$ cat config.mk
export PLATFORM = sky130hd
export DESIGN_NAME = dual_channel_mean_peak_normalizer_flat
export DESIGN_NICKNAME = d
export VERILOG_FILES = /design/src/rtl/dcmpn_pkg.sv /design/src/rtl/dcmpn_if.sv /design/src/rtl/dcmpn_div.sv /design/src/rtl/dcmpn_dp.sv /design/src/rtl/dcmpn_ctrl.sv /design/src/rtl/dual_channel_mean_peak_normalizer.sv /design/src/flat_wrapper.sv
export SDC_FILE = /design/constraint.sdc
export NUM_CORES = 2
export LEC_CHECK = 0
export BUFFER_PORTS_ARGS = -buffer_cell sky130_fd_sc_hd__buf_2
export CAP_MARGIN = 20
export CORE_MARGIN = 5
export CORE_UTILIZATION = 45
export CTS_CLUSTER_DIAMETER = 120
export DETAILED_ROUTE_END_ITERATION = 6
export PLACE_DENSITY = 0.69
export SLEW_MARGIN = 20
export SYNTH_ARGS = -nofsm -noshare
export SYNTH_HDL_FRONTEND = slang
export SYNTH_SLANG_ARGS = --single-unit
$ cat constraint.sdc
create_clock -name clk -period 11.55 [get_ports clk]
set_clock_uncertainty 0.2 [all_clocks]
set_input_delay 0.5775 -clock clk [delete_from_list [all_inputs] [get_ports clk]]
set_output_delay 0.5775 -clock clk [all_outputs]
set_load 0.01 [all_outputs]
$ cat src/rtl/dcmpn_pkg.sv
// Shared widths, constants and control types of the mean and peak normalizer.
`timescale 1ns / 1ps
package dcmpn_pkg;

	localparam int SAMPLE_W  = 12;
	localparam int SUM_W     = 18;
	localparam int NORM_W    = 16;
	localparam int FRAC_BITS = 14;
	localparam int ADDR_W    = 6;
	localparam int DIV_W     = SAMPLE_W + FRAC_BITS;
	localparam int DIV_RADIX = 2;
	localparam int DIV_CYCLES = DIV_W / DIV_RADIX;
	localparam int CNT_W     = $clog2(DIV_CYCLES);

	typedef struct packed {
		logic              load;
		logic [ADDR_W-1:0] wr_addr;
		logic              rd_en;
		logic [ADDR_W-1:0] rd_addr;
		logic              div_start;
		logic              div_mean;
		logic              mean_capture;
		logic              out_load;
		logic              out_last;
		logic              clear_block;
	} cmd_t;

	typedef struct packed {
		logic div_busy;
		logic div_done;
		logic out_free;
	} status_t;

endpackage

$ cat src/rtl/dcmpn_if.sv
// Valid/ready channel interfaces for sample pairs and normalized results.
`timescale 1ns / 1ps
interface dcmpn_in_if;
	logic                          valid;
	logic                          ready;
	logic [dcmpn_pkg::SAMPLE_W-1:0] sample_a;
	logic [dcmpn_pkg::SAMPLE_W-1:0] sample_b;

	modport source (output valid, output sample_a, output sample_b, input ready);
	modport sink (input valid, input sample_a, input sample_b, output ready);
endinterface

interface dcmpn_out_if;
	logic                               valid;
	logic                               ready;
	logic signed [dcmpn_pkg::NORM_W-1:0] norm_a;
	logic signed [dcmpn_pkg::NORM_W-1:0] norm_b;
	logic                               last_of_block;

	modport source (output valid, output norm_a, output norm_b, output last_of_block,
		input ready);
	modport sink (input valid, input norm_a, input norm_b, input last_of_block,
		output ready);
endinterface

$ cat src/rtl/dcmpn_div.sv
// Unsigned restoring divider, two quotient bits per cycle.
`timescale 1ns / 1ps
module dcmpn_div (
	input  logic                           clk,
	input  logic                           arst_n,
	input  logic                           start,
	input  logic [dcmpn_pkg::DIV_W-1:0]    dividend,
	input  logic [dcmpn_pkg::SAMPLE_W-1:0] divisor,
	output logic                           busy,
	output logic                           done,
	output logic [dcmpn_pkg::DIV_W-1:0]    quotient
);
	logic [dcmpn_pkg::DIV_W-1:0]    work_q;
	logic [dcmpn_pkg::SAMPLE_W-1:0] rem_q;
	logic [dcmpn_pkg::SAMPLE_W-1:0] divisor_q;
	logic [dcmpn_pkg::CNT_W-1:0]    cnt_q;
	logic                           busy_q;
	logic                           done_q;
	logic [dcmpn_pkg::DIV_W-1:0]    work_nxt;
	logic [dcmpn_pkg::SAMPLE_W-1:0] rem_nxt;

	always_comb begin
		logic [dcmpn_pkg::SAMPLE_W:0] trial;
		work_nxt = work_q;
		rem_nxt  = rem_q;
		for (int i = 0; i < dcmpn_pkg::DIV_RADIX; i++) begin
			trial    = {rem_nxt, work_nxt[dcmpn_pkg::DIV_W-1]};
			work_nxt = {work_nxt[dcmpn_pkg::DIV_W-2:0], 1'b0};
			if (trial >= {1'b0, divisor_q}) begin
				rem_nxt     = dcmpn_pkg::SAMPLE_W'(trial - {1'b0, divisor_q});
				work_nxt[0] = 1'b1;
			end else begin
				rem_nxt = trial[dcmpn_pkg::SAMPLE_W-1:0];
			end
		end
	end

	always_ff @(posedge clk or negedge arst_n) begin
		if (!arst_n) begin
			busy_q <= 1'b0;
			done_q <= 1'b0;
			cnt_q  <= '0;
		end else begin
			done_q <= 1'b0;
			if (start) begin
				busy_q <= 1'b1;
				cnt_q  <= dcmpn_pkg::CNT_W'(dcmpn_pkg::DIV_CYCLES - 1);
			end else if (busy_q) begin
				cnt_q <= cnt_q - 1'b1;
				if (cnt_q == '0) begin
					busy_q <= 1'b0;
					done_q <= 1'b1;
				end
			end
		end
	end

	always_ff @(posedge clk) begin
		if (start) begin
			work_q    <= dividend;
			rem_q     <= '0;
			divisor_q <= divisor;
		end else if (busy_q) begin
			work_q <= work_nxt;
			rem_q  <= rem_nxt;
		end
	end

	assign busy     = busy_q;
	assign done     = done_q;
	assign quotient = work_q;

endmodule

$ cat src/rtl/dcmpn_dp.sv
// Datapath: sample store, sums, peaks, mean, the two dividers and the result register.
`timescale 1ns / 1ps
module dcmpn_dp #(
	parameter int SAMPLES = 64
) (
	input  logic                                  clk,
	input  logic                                  arst_n,
	input  dcmpn_pkg::cmd_t                       cmd,
	output dcmpn_pkg::status_t                    sts,
	input  logic [dcmpn_pkg::SAMPLE_W-1:0]        sample_a,
	input  logic [dcmpn_pkg::SAMPLE_W-1:0]        sample_b,
	output logic                                  out_valid,
	input  logic                                  out_ready,
	output logic signed [dcmpn_pkg::NORM_W-1:0]   norm_a,
	output logic signed [dcmpn_pkg::NORM_W-1:0]   norm_b,
	output logic                                  last_of_block
);
	localparam int AW = $clog2(SAMPLES);
	localparam int SW = dcmpn_pkg::SAMPLE_W;

	logic [2*SW-1:0]                store_q [SAMPLES];
	logic [2*SW-1:0]                rd_data_q;
	logic [dcmpn_pkg::SUM_W-1:0]    sum_a_q, sum_b_q;
	logic [SW-1:0]                  peak_a_q, peak_b_q;
	logic [SW-1:0]                  mean_a_q, mean_b_q;
	logic                           out_valid_q;
	logic signed [dcmpn_pkg::NORM_W-1:0] norm_a_q, norm_b_q;
	logic                           last_q;

	logic signed [SW:0]             diff_a, diff_b;
	logic [SW-1:0]                  mag_a, mag_b;
	logic [dcmpn_pkg::DIV_W-1:0]    dvd_a, dvd_b;
	logic [SW-1:0]                  dvs_a, dvs_b;
	logic [dcmpn_pkg::DIV_W-1:0]    quo_a, quo_b;
	logic                           busy_a, busy_b, done_a, done_b;
	logic [dcmpn_pkg::NORM_W-1:0]   q16_a, q16_b;

	// sample store, one write port and one registered read port
	always_ff @(posedge clk) begin
		if (cmd.load) begin
			store_q[cmd.wr_addr[AW-1:0]] <= {sample_a, sample_b};
		end
		if (cmd.rd_en) begin
			rd_data_q <= store_q[cmd.rd_addr[AW-1:0]];
		end
	end

	always_ff @(posedge clk or negedge arst_n) begin
		if (!arst_n) begin
			sum_a_q  <= '0;
			sum_b_q  <= '0;
			peak_a_q <= '0;
			peak_b_q <= '0;
		end else if (cmd.clear_block) begin
			sum_a_q  <= '0;
			sum_b_q  <= '0;
			peak_a_q <= '0;
			peak_b_q <= '0;
		end else if (cmd.load) begin
			sum_a_q <= sum_a_q + dcmpn_pkg::SUM_W'(sample_a);
			sum_b_q <= sum_b_q + dcmpn_pkg::SUM_W'(sample_b);
			if (sample_a > peak_a_q) begin
				peak_a_q <= sample_a;
			end
			if (sample_b > peak_b_q) begin
				peak_b_q <= sample_b;
			end
		end
	end

	always_ff @(posedge clk) begin
		if (cmd.mean_capture) begin
			mean_a_q <= quo_a[SW-1:0];
			mean_b_q <= quo_b[SW-1:0];
		end
	end

	// signed distance from the mean and its magnitude
	assign diff_a = $signed({1'b0, rd_data_q[2*SW-1:SW]}) - $signed({1'b0, mean_a_q});
	assign diff_b = $signed({1'b0, rd_data_q[SW-1:0]}) - $signed({1'b0, mean_b_q});
	assign mag_a  = diff_a[SW] ? SW'(-diff_a) : diff_a[SW-1:0];
	assign mag_b  = diff_b[SW] ? SW'(-diff_b) : diff_b[SW-1:0];

	// the same dividers produce the block mean and each quotient
	assign dvd_a = cmd.div_mean ? dcmpn_pkg::DIV_W'(sum_a_q)
		: {mag_a, {dcmpn_pkg::FRAC_BITS{1'b0}}};
	assign dvd_b = cmd.div_mean ? dcmpn_pkg::DIV_W'(sum_b_q)
		: {mag_b, {dcmpn_pkg::FRAC_BITS{1'b0}}};
	assign dvs_a = cmd.div_mean ? SW'(SAMPLES) : peak_a_q;
	assign dvs_b = cmd.div_mean ? SW'(SAMPLES) : peak_b_q;

	dcmpn_div u_div_a (
		.clk      (clk),
		.arst_n   (arst_n),
		.start    (cmd.div_start),
		.dividend (dvd_a),
		.divisor  (dvs_a),
		.busy     (busy_a),
		.done     (done_a),
		.quotient (quo_a)
	);

	dcmpn_div u_div_b (
		.clk      (clk),
		.arst_n   (arst_n),
		.start    (cmd.div_start),
		.dividend (dvd_b),
		.divisor  (dvs_b),
		.busy     (busy_b),
		.done     (done_b),
		.quotient (quo_b)
	);

	assign q16_a = quo_a[dcmpn_pkg::NORM_W-1:0];
	assign q16_b = quo_b[dcmpn_pkg::NORM_W-1:0];

	always_ff @(posedge clk or negedge arst_n) begin
		if (!arst_n) begin
			out_valid_q <= 1'b0;
		end else if (cmd.out_load) begin
			out_valid_q <= 1'b1;
		end else if (out_ready) begin
			out_valid_q <= 1'b0;
		end
	end

	// zero peak means an all-zero channel: its result is zero
	always_ff @(posedge clk) begin
		if (cmd.out_load) begin
			norm_a_q <= (peak_a_q == '0) ? '0 : (diff_a[SW] ? -q16_a : q16_a);
			norm_b_q <= (peak_b_q == '0) ? '0 : (diff_b[SW] ? -q16_b : q16_b);
			last_q   <= cmd.out_last;
		end
	end

	assign sts.div_busy  = busy_a | busy_b;
	assign sts.div_done  = done_a & done_b;
	assign sts.out_free  = !out_valid_q || out_ready;
	assign out_valid     = out_valid_q;
	assign norm_a        = norm_a_q;
	assign norm_b        = norm_b_q;
	assign last_of_block = last_q;

endmodule

$ cat src/rtl/dcmpn_ctrl.sv
// Controller: block fill count, mean phase and per-result emit sequence.
`timescale 1ns / 1ps
module dcmpn_ctrl #(
	parameter int SAMPLES = 64
) (
	input  logic                 clk,
	input  logic                 arst_n,
	input  logic                 in_valid,
	output logic                 in_ready,
	input  dcmpn_pkg::status_t   sts,
	output dcmpn_pkg::cmd_t      cmd
);
	localparam int AW = $clog2(SAMPLES);

	typedef enum logic [2:0] {
		S_LOAD,
		S_MEAN,
		S_MEAN_WAIT,
		S_READ,
		S_DIV,
		S_DIV_WAIT,
		S_PUSH
	} state_t;

	state_t          state_q;
	logic [AW-1:0]   fill_q;
	logic [AW-1:0]   idx_q;
	logic            fill_last, idx_last;

	assign fill_last = (fill_q == AW'(SAMPLES - 1));
	assign idx_last  = (idx_q == AW'(SAMPLES - 1));

	always_comb begin
		cmd              = '0;
		cmd.load         = (state_q == S_LOAD) && in_valid;
		cmd.wr_addr      = dcmpn_pkg::ADDR_W'(fill_q);
		cmd.rd_en        = (state_q == S_READ);
		cmd.rd_addr      = dcmpn_pkg::ADDR_W'(idx_q);
		cmd.div_start    = (state_q == S_MEAN) || (state_q == S_DIV);
		cmd.div_mean     = (state_q == S_MEAN);
		cmd.mean_capture = (state_q == S_MEAN_WAIT) && sts.div_done;
		cmd.out_load     = (state_q == S_PUSH) && sts.out_free;
		cmd.out_last     = idx_last;
		cmd.clear_block  = cmd.out_load && idx_last;
	end

	assign in_ready = (state_q == S_LOAD);

	always_ff @(posedge clk or negedge arst_n) begin
		if (!arst_n) begin
			state_q <= S_LOAD;
			fill_q  <= '0;
			idx_q   <= '0;
		end else begin
			unique case (state_q)
				S_LOAD: begin
					if (in_valid) begin
						if (fill_last) begin
							fill_q  <= '0;
							state_q <= S_MEAN;
						end else begin
							fill_q <= fill_q + 1'b1;
						end
					end
				end
				S_MEAN: begin
					state_q <= S_MEAN_WAIT;
				end
				S_MEAN_WAIT: begin
					if (sts.div_done) begin
						idx_q   <= '0;
						state_q <= S_READ;
					end
				end
				S_READ: begin
					state_q <= S_DIV;
				end
				S_DIV: begin
					state_q <= S_DIV_WAIT;
				end
				S_DIV_WAIT: begin
					if (sts.div_done) begin
						state_q <= S_PUSH;
					end
				end
				S_PUSH: begin
					if (sts.out_free) begin
						if (idx_last) begin
							state_q <= S_LOAD;
						end else begin
							idx_q   <= idx_q + 1'b1;
							state_q <= S_READ;
						end
					end
				end
				default: begin
					state_q <= S_LOAD;
				end
			endcase
		end
	end

	// a result is only loaded into a free output register
	a_push_free: assert property (@(posedge clk) disable iff (!arst_n)
		cmd.out_load |-> sts.out_free)
		else $error("result loaded while output register is occupied");

	// no sample pair is taken while the dividers are working
	a_load_idle_div: assert property (@(posedge clk) disable iff (!arst_n)
		cmd.load |-> !sts.div_busy)
		else $error("sample accepted during a division");

	// a division never completes in the cycle right after it starts
	a_div_latency: assert property (@(posedge clk) disable iff (!arst_n)
		cmd.div_start |=> !sts.div_done)
		else $error("divider done too early");

	// the block state clears only with the final result
	a_clear_last: assert property (@(posedge clk) disable iff (!arst_n)
		cmd.clear_block |=> (state_q == S_LOAD) && (fill_q == '0))
		else $error("block cleared without returning to load");

endmodule

$ cat src/rtl/dual_channel_mean_peak_normalizer.sv
// Top level of the dual-channel mean removal and peak normalizer.
`timescale 1ns / 1ps
// Collects SAMPLES pairs of unsigned 12-bit samples, one pair per input beat,
// while keeping a running sum and peak per channel. When the block is full the
// input stalls while the block is emitted: the two block means come first from
// the channel dividers, then each stored pair yields one result beat of
// (sample - mean) * 16384 / peak, truncated toward zero, with a zero result for
// a channel whose peak is zero. Each result passes through a store read, a
// divider start, a radix-4 divide until its done, and an output load before
// the next pair is read, so the serial dividers set the emit time; a stalled
// output adds its wait to each result. last_of_block marks the final result;
// after it the block state clears and loading resumes, even while that final
// beat still waits.
module dual_channel_mean_peak_normalizer #(
	parameter int SAMPLES = 64
) (
	input logic          clk,
	input logic          arst_n,
	dcmpn_in_if.sink     samples,
	dcmpn_out_if.source  results
);
	dcmpn_pkg::cmd_t    cmd;
	dcmpn_pkg::status_t sts;

	// sequencing: fill, mean, then read/divide/push per stored pair
	dcmpn_ctrl #(
		.SAMPLES (SAMPLES)
	) u_ctrl (
		.clk      (clk),
		.arst_n   (arst_n),
		.in_valid (samples.valid),
		.in_ready (samples.ready),
		.sts      (sts),
		.cmd      (cmd)
	);

	// storage, accumulation, division and the result register
	dcmpn_dp #(
		.SAMPLES (SAMPLES)
	) u_dp (
		.clk           (clk),
		.arst_n        (arst_n),
		.cmd           (cmd),
		.sts           (sts),
		.sample_a      (samples.sample_a),
		.sample_b      (samples.sample_b),
		.out_valid     (results.valid),
		.out_ready     (results.ready),
		.norm_a        (results.norm_a),
		.norm_b        (results.norm_b),
		.last_of_block (results.last_of_block)
	);

endmodule
$ cat src/flat_wrapper.sv
// flat-port wrapper written by rule: the top's interface ports become plain ports
module dual_channel_mean_peak_normalizer_flat 
#(
	parameter int SAMPLES = 64
)
  (clk, arst_n, samples_valid, samples_sample_a, samples_sample_b, samples_ready, results_valid, results_norm_a, results_norm_b, results_last_of_block, results_ready);
  dcmpn_in_if samples_i ();
  dcmpn_out_if results_i ();
  input logic clk;
  input logic arst_n;
  input wire logic [$bits(samples_i.valid)-1:0] samples_valid;
  input wire logic [$bits(samples_i.sample_a)-1:0] samples_sample_a;
  input wire logic [$bits(samples_i.sample_b)-1:0] samples_sample_b;
  output wire logic [$bits(samples_i.ready)-1:0] samples_ready;
  output wire logic [$bits(results_i.valid)-1:0] results_valid;
  output wire logic [$bits(results_i.norm_a)-1:0] results_norm_a;
  output wire logic [$bits(results_i.norm_b)-1:0] results_norm_b;
  output wire logic [$bits(results_i.last_of_block)-1:0] results_last_of_block;
  input wire logic [$bits(results_i.ready)-1:0] results_ready;
  assign samples_i.valid = samples_valid;
  assign samples_i.sample_a = samples_sample_a;
  assign samples_i.sample_b = samples_sample_b;
  assign samples_ready = samples_i.ready;
  assign results_valid = results_i.valid;
  assign results_norm_a = results_i.norm_a;
  assign results_norm_b = results_i.norm_b;
  assign results_last_of_block = results_i.last_of_block;
  assign results_i.ready = results_ready;
  dual_channel_mean_peak_normalizer #(.SAMPLES(SAMPLES)) u_core (.clk(clk), .arst_n(arst_n), .samples(samples_i), .results(results_i));
endmodule
# Word-level counts from Yosys, hierarchy flattened

Memories as Yosys holds them, arrays and structs flattened. A register that Yosys moved wholly into a read port is not among the register bits.
Index checks and enable logic that the tools add are counted.

Add/sub/neg operators: 16
Magnitude comparators: 6
Equality and inequality tests: 14
Multiplexer cells: 60
Bitwise gates (word level): 1
Reductions and logical operators: 24

Operators by type and width:

| operator            | number |
|---|---|
| $mux 26             | 6 |
| $mux 12             | 12 |
| $mux 18             | 4 |
| $ge 13x12->1        | 4 |
| $sub 12x12->12      | 4 |
| $add 18x12->18      | 2 |
| $mux 16             | 2 |
| $neg 16->16         | 2 |
| $sub 12x12->13      | 2 |
| $gt 12x12->1        | 2 |
| $logic_not 12->1    | 2 |
| $mux 6              | 4 |
| $neg 12->12         | 2 |
| $pmux 3 s7          | 1 |
| $mux 1              | 20 |
| $mux 4              | 4 |
| $mux 3              | 5 |
| $reduce_bool 2->1   | 7 |
| $add 6x1->6 const B | 2 |
| $eq 6x6->1 const B  | 2 |
| $pmux 6 s2          | 1 |
| $ne 2x2->1 const B  | 5 |
| $eq 3x3->1 const B  | 3 |
| $logic_not 4->1     | 2 |
| 13 further kinds    | 21 |

Register bits: 245
Bits in writable memories: 1,536
Input bits: 28
Output and inout port bits: 35
Word-level logic and storage cells: 147
Memories kept: 1

Memory list:

| name                | depth | width | rd ports | clocked after Yosys merged registers in | wr ports | RTL line       | RTL |
|---|---|---|---|---|---|---|---|
| u_core.u_dp.store_q | 64    | 24    | 1        | 1                                       | 1        | dcmpn_dp.sv:21 | `logic [2*SW-1:0] store_q [SAMPLES];` |

# Longest topological paths before layout

Word-level depth: 6
Gate-level depth with buffers: 21
Gate-level depth less buffers: 19

# By module

Synthesis repeated with hierarchy kept, for this count alone.

Cell total of the unflattened synthesis: 4,030
Area total of the unflattened synthesis: 76,153.0 µm²

Modules (own cells, without submodules):

| module     | times used | cells each | area each (µm²) | seq. area each (µm²) |
|---|---|---|---|---|
| dcmpn_dp   | 1          | 3,280      | 68,127.8        | 50,083.0 |
| dcmpn_div  | 2          | 330        | 3,579.7         | 1,531.5 |
| dcmpn_ctrl | 1          | 90         | 865.8           | 375.4 |

# Least setup slack after synthesis

Ideal clock, no wire load.

Path type: reg2reg
Start point: register u_core.u_dp.u_div_a.divisor_q[1] in the netlist's numbering
End point: register u_core.u_dp.u_div_a.rem_q[1] in the netlist's numbering
Library setup time: 0.132 ns
Data arrival time: 4.327 ns
Required time: 11.218 ns
Path slack: 6.891 ns
Cell stages (with the launch flop): 21
Path buffers: 2
Clock period less this slack: 4.659 ns
Path through: edfxtp_1 inv_1 ha_1 nor2b_1 o31a_1 o31ai_4 a211oi_2 o31a_1 buf_2 a21oi_1 ha_1 nor2b_1 o31ai_1 and3b_1 o311ai_1 o211ai_1 o31ai_1 a221oi_4 buf_6 mux2i_1 a21oi_1

Longest elaborated chain between the ends: 4
Elaborated cells between the ends (all ways): 6
Classes of those cells: add/sub (2); order compare (2); mux (2)

Ends and longest elaborated chain:

| item                                           | RTL line                         | RTL |
|---|---|---|
| start, declared                                | dcmpn_div.sv:15                  | `logic [dcmpn_pkg::SAMPLE_W-1:0] divisor_q;` |
| start signal, assigned                         | dcmpn_div.sv:62                  | `divisor_q <= divisor;` |
| $ge 13x12->1 or $sub 12x12->12 (tied branches) | dcmpn_div.sv:29, dcmpn_div.sv:30 |  |
| $mux 12                                        | dcmpn_div.sv:29                  | `if (trial >= {1'b0, divisor_q}) begin` |
| $sub 12x12->12 or $ge 13x12->1 (tied branches) | dcmpn_div.sv:30, dcmpn_div.sv:29 |  |
| $mux 12 (*)                                    | dcmpn_div.sv:29                  |  |
| end signal, assigned                           | dcmpn_div.sv:65                  | `rem_q <= rem_nxt;` |
| end, declared                                  | dcmpn_div.sv:14                  | `logic [dcmpn_pkg::SAMPLE_W-1:0] rem_q;` |

Every way passes the cells marked *; elsewhere a longest branch is shown, timed or not.
A chain may end at the register's enable or synchronous reset.

# Worst setup path after layout

Start point: register u_core.u_dp.u_div_a.divisor_q[1] in the netlist's numbering
End point: register u_core.u_dp.u_div_a.rem_q[7] in the netlist's numbering

Longest elaborated chain between the ends: 4
Elaborated cells between the ends (all ways): 6
Classes of those cells: add/sub (2); order compare (2); mux (2)

Ends and longest elaborated chain:

| item                                           | RTL line |
|---|---|
| $sub 12x12->12 or $ge 13x12->1 (tied branches) | dcmpn_div.sv:30, dcmpn_div.sv:29 |
| $mux 12                                        | dcmpn_div.sv:29 |
| $sub 12x12->12 or $ge 13x12->1 (tied branches) | dcmpn_div.sv:30, dcmpn_div.sv:29 |
| $mux 12 (*)                                    | dcmpn_div.sv:29 |

Marks and branches as above.

==> run summary <==
In this run, the combinational gates consume 33.2% of the power. The tightest min-delay check is of the primary input to flip-flop type. Ranked by total cell area, the synthesized netlist is headed by sky130_fd_sc_hd__edfxtp_1, sky130_fd_sc_hd__mux4_2, sky130_fd_sc_hd__dfrtp_1, sky130_fd_sc_hd__ha_1, sky130_fd_sc_hd__nor2_1.

The number of rows created at floorplan was 149; the count of final setup violators was 0. The tools report the number of CTS-inserted buffers as 177. The internal portion of the total power is 14100 uW. The run gives 23 as the initial antenna violation count. The mean instance size in the synthesized netlist was 19.1 um^2. For the final hold violation count, the log shows 0.

Counting every net in the synthesized netlist gives 4095. Across all register-to-register paths, the minimum setup slack is 5950 ps. Summed over all layers, the global routing overflow is 0. During I/O placement, the number of pins put on the boundary was 63. For the post-synthesis cell area, the log shows 74900 um^2. The post-synthesis share of cell area spent on and, or, nand and nor gates came out at 3.71%. TritonCTS built the clock tree. The finished layout holds 6421 standard cells, fillers aside. The logs give 20.8% for the overall fraction of global-route tracks in use and 0 ps for the sum of negative setup slack. The library cells used most frequently in the layout, excluding fill and tap cells, are sky130_fd_sc_hd__edfxtp_1, sky130_fd_sc_hd__mux4_2, sky130_fd_sc_hd__clkbuf_16, sky130_fd_sc_hd__nor2_1, sky130_fd_sc_hd__nand2_1. The start point of the worst hold path was samples_sample_b[5]. Once the floorplan was initialized, standard cells occupied 45.4% of the core. After Yosys synthesis, full adders, half adders and majority gates account for 2.35% of the synthesized area. The first-pass detailed-route iteration total is 6, and the first-pass GRT wire length is 263000 um.

The layout overhead on the synthesized area came out at 12.4%. The remaining antenna violation count after routing was 0. Per report_power, the clock group accounts for 27.5% of the total. The clock network latency to the later pin of the worst-skew pair is 820 ps, and the final period utilization is 48.5%. Setup repair after global routing left no endpoint under its margin.

The static leakage power came out at 0.0270 uW. The filler cells instantiated in the layout total 13100. For the hold buffer count at CTS, the log shows 5. The run finished with clean final reports. The dominant combinational cell family by area after synthesis is multiplexers.

After clock tree synthesis, the repair step resized 0 gates. The synthesized-area fraction occupied by ao, oa, aoi and oai cells works out to 3.70%. The tools report the number of remaining DRC errors as 0.

The critical path is of the flip-flop to flip-flop type. The number of nets at the end of the flow was 4243; the register clock-pin slew on the reported worst setup and hold paths was 60 ps. The count of vias placed by the detailed router came out at 38200. The via count of the first global-routing pass was 37900; the number of enable-type register cells in the synthesized netlist was 1693.

For the largest net degree at the start of global routing, the log shows 131. The core region is 165000 um^2. The portion of netlist area occupied by mux cells is 15.7%.

The switching component of the power came out at 6660 uW. The required time of the worst setup path is 11940 ps. In the synthesized netlist the dominant register cell turns out to be sky130_fd_sc_hd__edfxtp_1.

STA classifies the critical path endpoint as a flip-flop. The clock drives 1805 sinks. The total die area was 175000 um^2; the height of the die was 418 um. Cells with a size suffix above 1 make up 24.0% of the layout.

The HPWL after detailed placement is 102000 um. The fraction of post-synthesis cell area in the top cell type by area came out at 67.9%. Summing the areas of all xor and xnor instances in the mapped netlist gives 1.52% of the synthesized area. STA classifies the critical path startpoint as a flip-flop. After clock tree synthesis, the setup repair step added 0 buffers. The first routing iteration left 4478 violations.

For the worst setup path, the data arrival time is 5990 ps. Buffers placed on the I/O ports in this run total 62. Across the run, the number of max-cap violations was 0. The worst register-to-register path begins at u_core.u_dp.u_div_a.divisor_q[1]$_SDFFCE_PP0N_.

At the pin with the least slew margin, the transition time is 1190 ps. Headroom to the max-slew limit came out at 20.8%. The number of H-tree branching levels was 4; the clock tree buffer depth was 3. The netlist uses 84 different library cells. For this run, asynchronously set or reset flops after synthesis account for 4.88%. The net switching fraction of the power was 32.1%; the total count of max-transition violations in the final report was 0. Across the VDD grid, the largest voltage drop is 194 uV. The aggregate routed wire length was 182000 um; the die width was 418 um.

The library cell used most frequently in the layout, excluding fill and tap cells, is sky130_fd_sc_hd__edfxtp_1. Total of warnings raised by yosys: 0. Sequential cells burn 39.3% of the power. The final critical delay including setup and external delays came out at 5600 ps. Fmax: 0.178 GHz. The most critical setup path has its startpoint at u_core.u_dp.u_div_a.divisor_q[1]$_SDFFCE_PP0N_. sky130_fd_sc_hd__edfxtp_1 takes more of the synthesized area than any other cell. In this run the power density over the cells is 247 nW/um^2. The cell sitting at the root of the clock tree is a sky130_fd_sc_hd__clkbuf_16. Dividing the detail-routed via count by the number of cells gives 5.96.

Along the worst path, the maximum fanout reaches 15. Synthesis inferred 1805 register bits. Counting every instance in the synthesized netlist gives 3931.

Sequential elements use 71.4% of the synthesized area. At the end of routability-driven placement, the weighted congestion stood at 0.838. In this run, placement finished with an instance count of 6082. Wire length per cell after detailed routing: 28.4 um.
final timing paths:
path                                                              end  cells past startpoint
max                         u_core.u_dp.u_div_a.rem_q[7]$_SDFFE_PN0P_                     18
min                              u_core.u_dp.store_q[27][5]$_DFFE_PP_                      1
max in group asynchronous          u_core.u_ctrl.idx_q[2]$_DFFE_PN0P_                      3
max reg2reg                 u_core.u_dp.u_div_a.rem_q[7]$_SDFFE_PN0P_                     18
min in group asynchronous    u_core.u_dp.u_div_a.cnt_q[3]$_DFFE_PN0P_                      2
min reg2reg                u_core.u_dp.u_div_a.rem_q[11]$_SDFFE_PN0P_                      2
worst max-delay path: stages, from the launching register on:
cell and delay (ps):
sky130_fd_sc_hd__edfxtp_1 350, sky130_fd_sc_hd__inv_1 180, sky130_fd_sc_hd__ha_1 280, sky130_fd_sc_hd__nor2b_1 140
sky130_fd_sc_hd__o31a_1 290, sky130_fd_sc_hd__o31ai_4 280, sky130_fd_sc_hd__a211oi_2 140, sky130_fd_sc_hd__o31a_1 480
sky130_fd_sc_hd__a21oi_1 350, sky130_fd_sc_hd__ha_1 300, sky130_fd_sc_hd__nor2b_1 140, sky130_fd_sc_hd__o31ai_1 310
sky130_fd_sc_hd__and3b_1 250, sky130_fd_sc_hd__o311ai_1 130, sky130_fd_sc_hd__o211ai_1 180, sky130_fd_sc_hd__o31ai_1 180
sky130_fd_sc_hd__a221oi_4 850, sky130_fd_sc_hd__mux2i_1 300, sky130_fd_sc_hd__a21oi_1 90
layout make-up:
cell class | count | area (um^2) | area share, %
clock buffer | 217 | 4630 | 5.50
inverter | 117 | 439 | 0.522
timing repair buffer | 157 | 1120 | 1.34
antenna | 7 | 17.5 | 0.0208
clock inverter | 108 | 1130 | 1.34
tap | 2189 | 2740 | 3.25
sequential | 1805 | 53500 | 63.6
multi-input combinational | 1821 | 20600 | 24.4
registers in the layout, summed over array words and instances (netlist names), 16 cells and up:
register and cells:
u_core.u_dp.norm_a 16, u_core.u_dp.norm_b 16, u_core.u_dp.rd_data_q 24, u_core.u_dp.store_q 1536, u_core.u_dp.sum_a_q 18, u_core.u_dp.sum_b_q 18
u_core.u_dp.u_div_a.quotient 26, u_core.u_dp.u_div_b.quotient 26
power by group through the flow:
stage          clock network, uW  logic (uW)  registers, uW
6_report                    5700        6890           8170
5_1_grt                     6080        7520           8210
4_1_cts                     5780        6920           8160
3_5_place_dp                   0        6880           8290
3_3_place_gp                   0        6800           8280
2_1_floorplan                  0        5260           8050
kinds of logic after synthesis:
group	count (synthesis)
muxes	541
and+or+nand+nor	593
buffers and inverters	305
AOI/OAI and AO/OA	424
xor gates and xnor gates	127
adders and majority gates	136
DFF	1805
metal layers:
metal / vias to the layer above / part of all wire, % / global-route usage (%)
met4: 2 / 3.2 / 6.23
met3: 284 / 10 / 5.40
li1: 16300 / - / -
met2: 1655 / 47 / 33.0
met1: 20000 / 40 / 28.6
met5: - / 0.0049 / 0
through the flow:
stage	worst slack, ps	hold WS [ps]	cell area, um^2	utilization, %	power, uW
after global placement	6040	291	78300	47.4	15100
final	5950	48.4	84200	51.0	20800
after global routing	5510	37.6	84200	51.0	21800
after detailed placement	5980	296	78300	47.4	15200
after floorplan	6890	81.9	74900	-	13300
after CTS	5940	3.32	84100	50.9	20900
Yosys cell counts, types with 54 or more instances:
master,count
sky130_fd_sc_hd__clkbuf_1,121
sky130_fd_sc_hd__ha_1,128
sky130_fd_sc_hd__mux4_2,504
sky130_fd_sc_hd__nor2_1,215
sky130_fd_sc_hd__dfrtp_1,88
sky130_fd_sc_hd__nand3_1,54
sky130_fd_sc_hd__xnor2_1,65
sky130_fd_sc_hd__xor2_1,60
sky130_fd_sc_hd__inv_1,116
sky130_fd_sc_hd__edfxtp_1,1693
sky130_fd_sc_hd__o21ai_0,118
sky130_fd_sc_hd__nand2_1,133
sky130_fd_sc_hd__a21oi_1,96
Power figures use the tool's default switching activity.
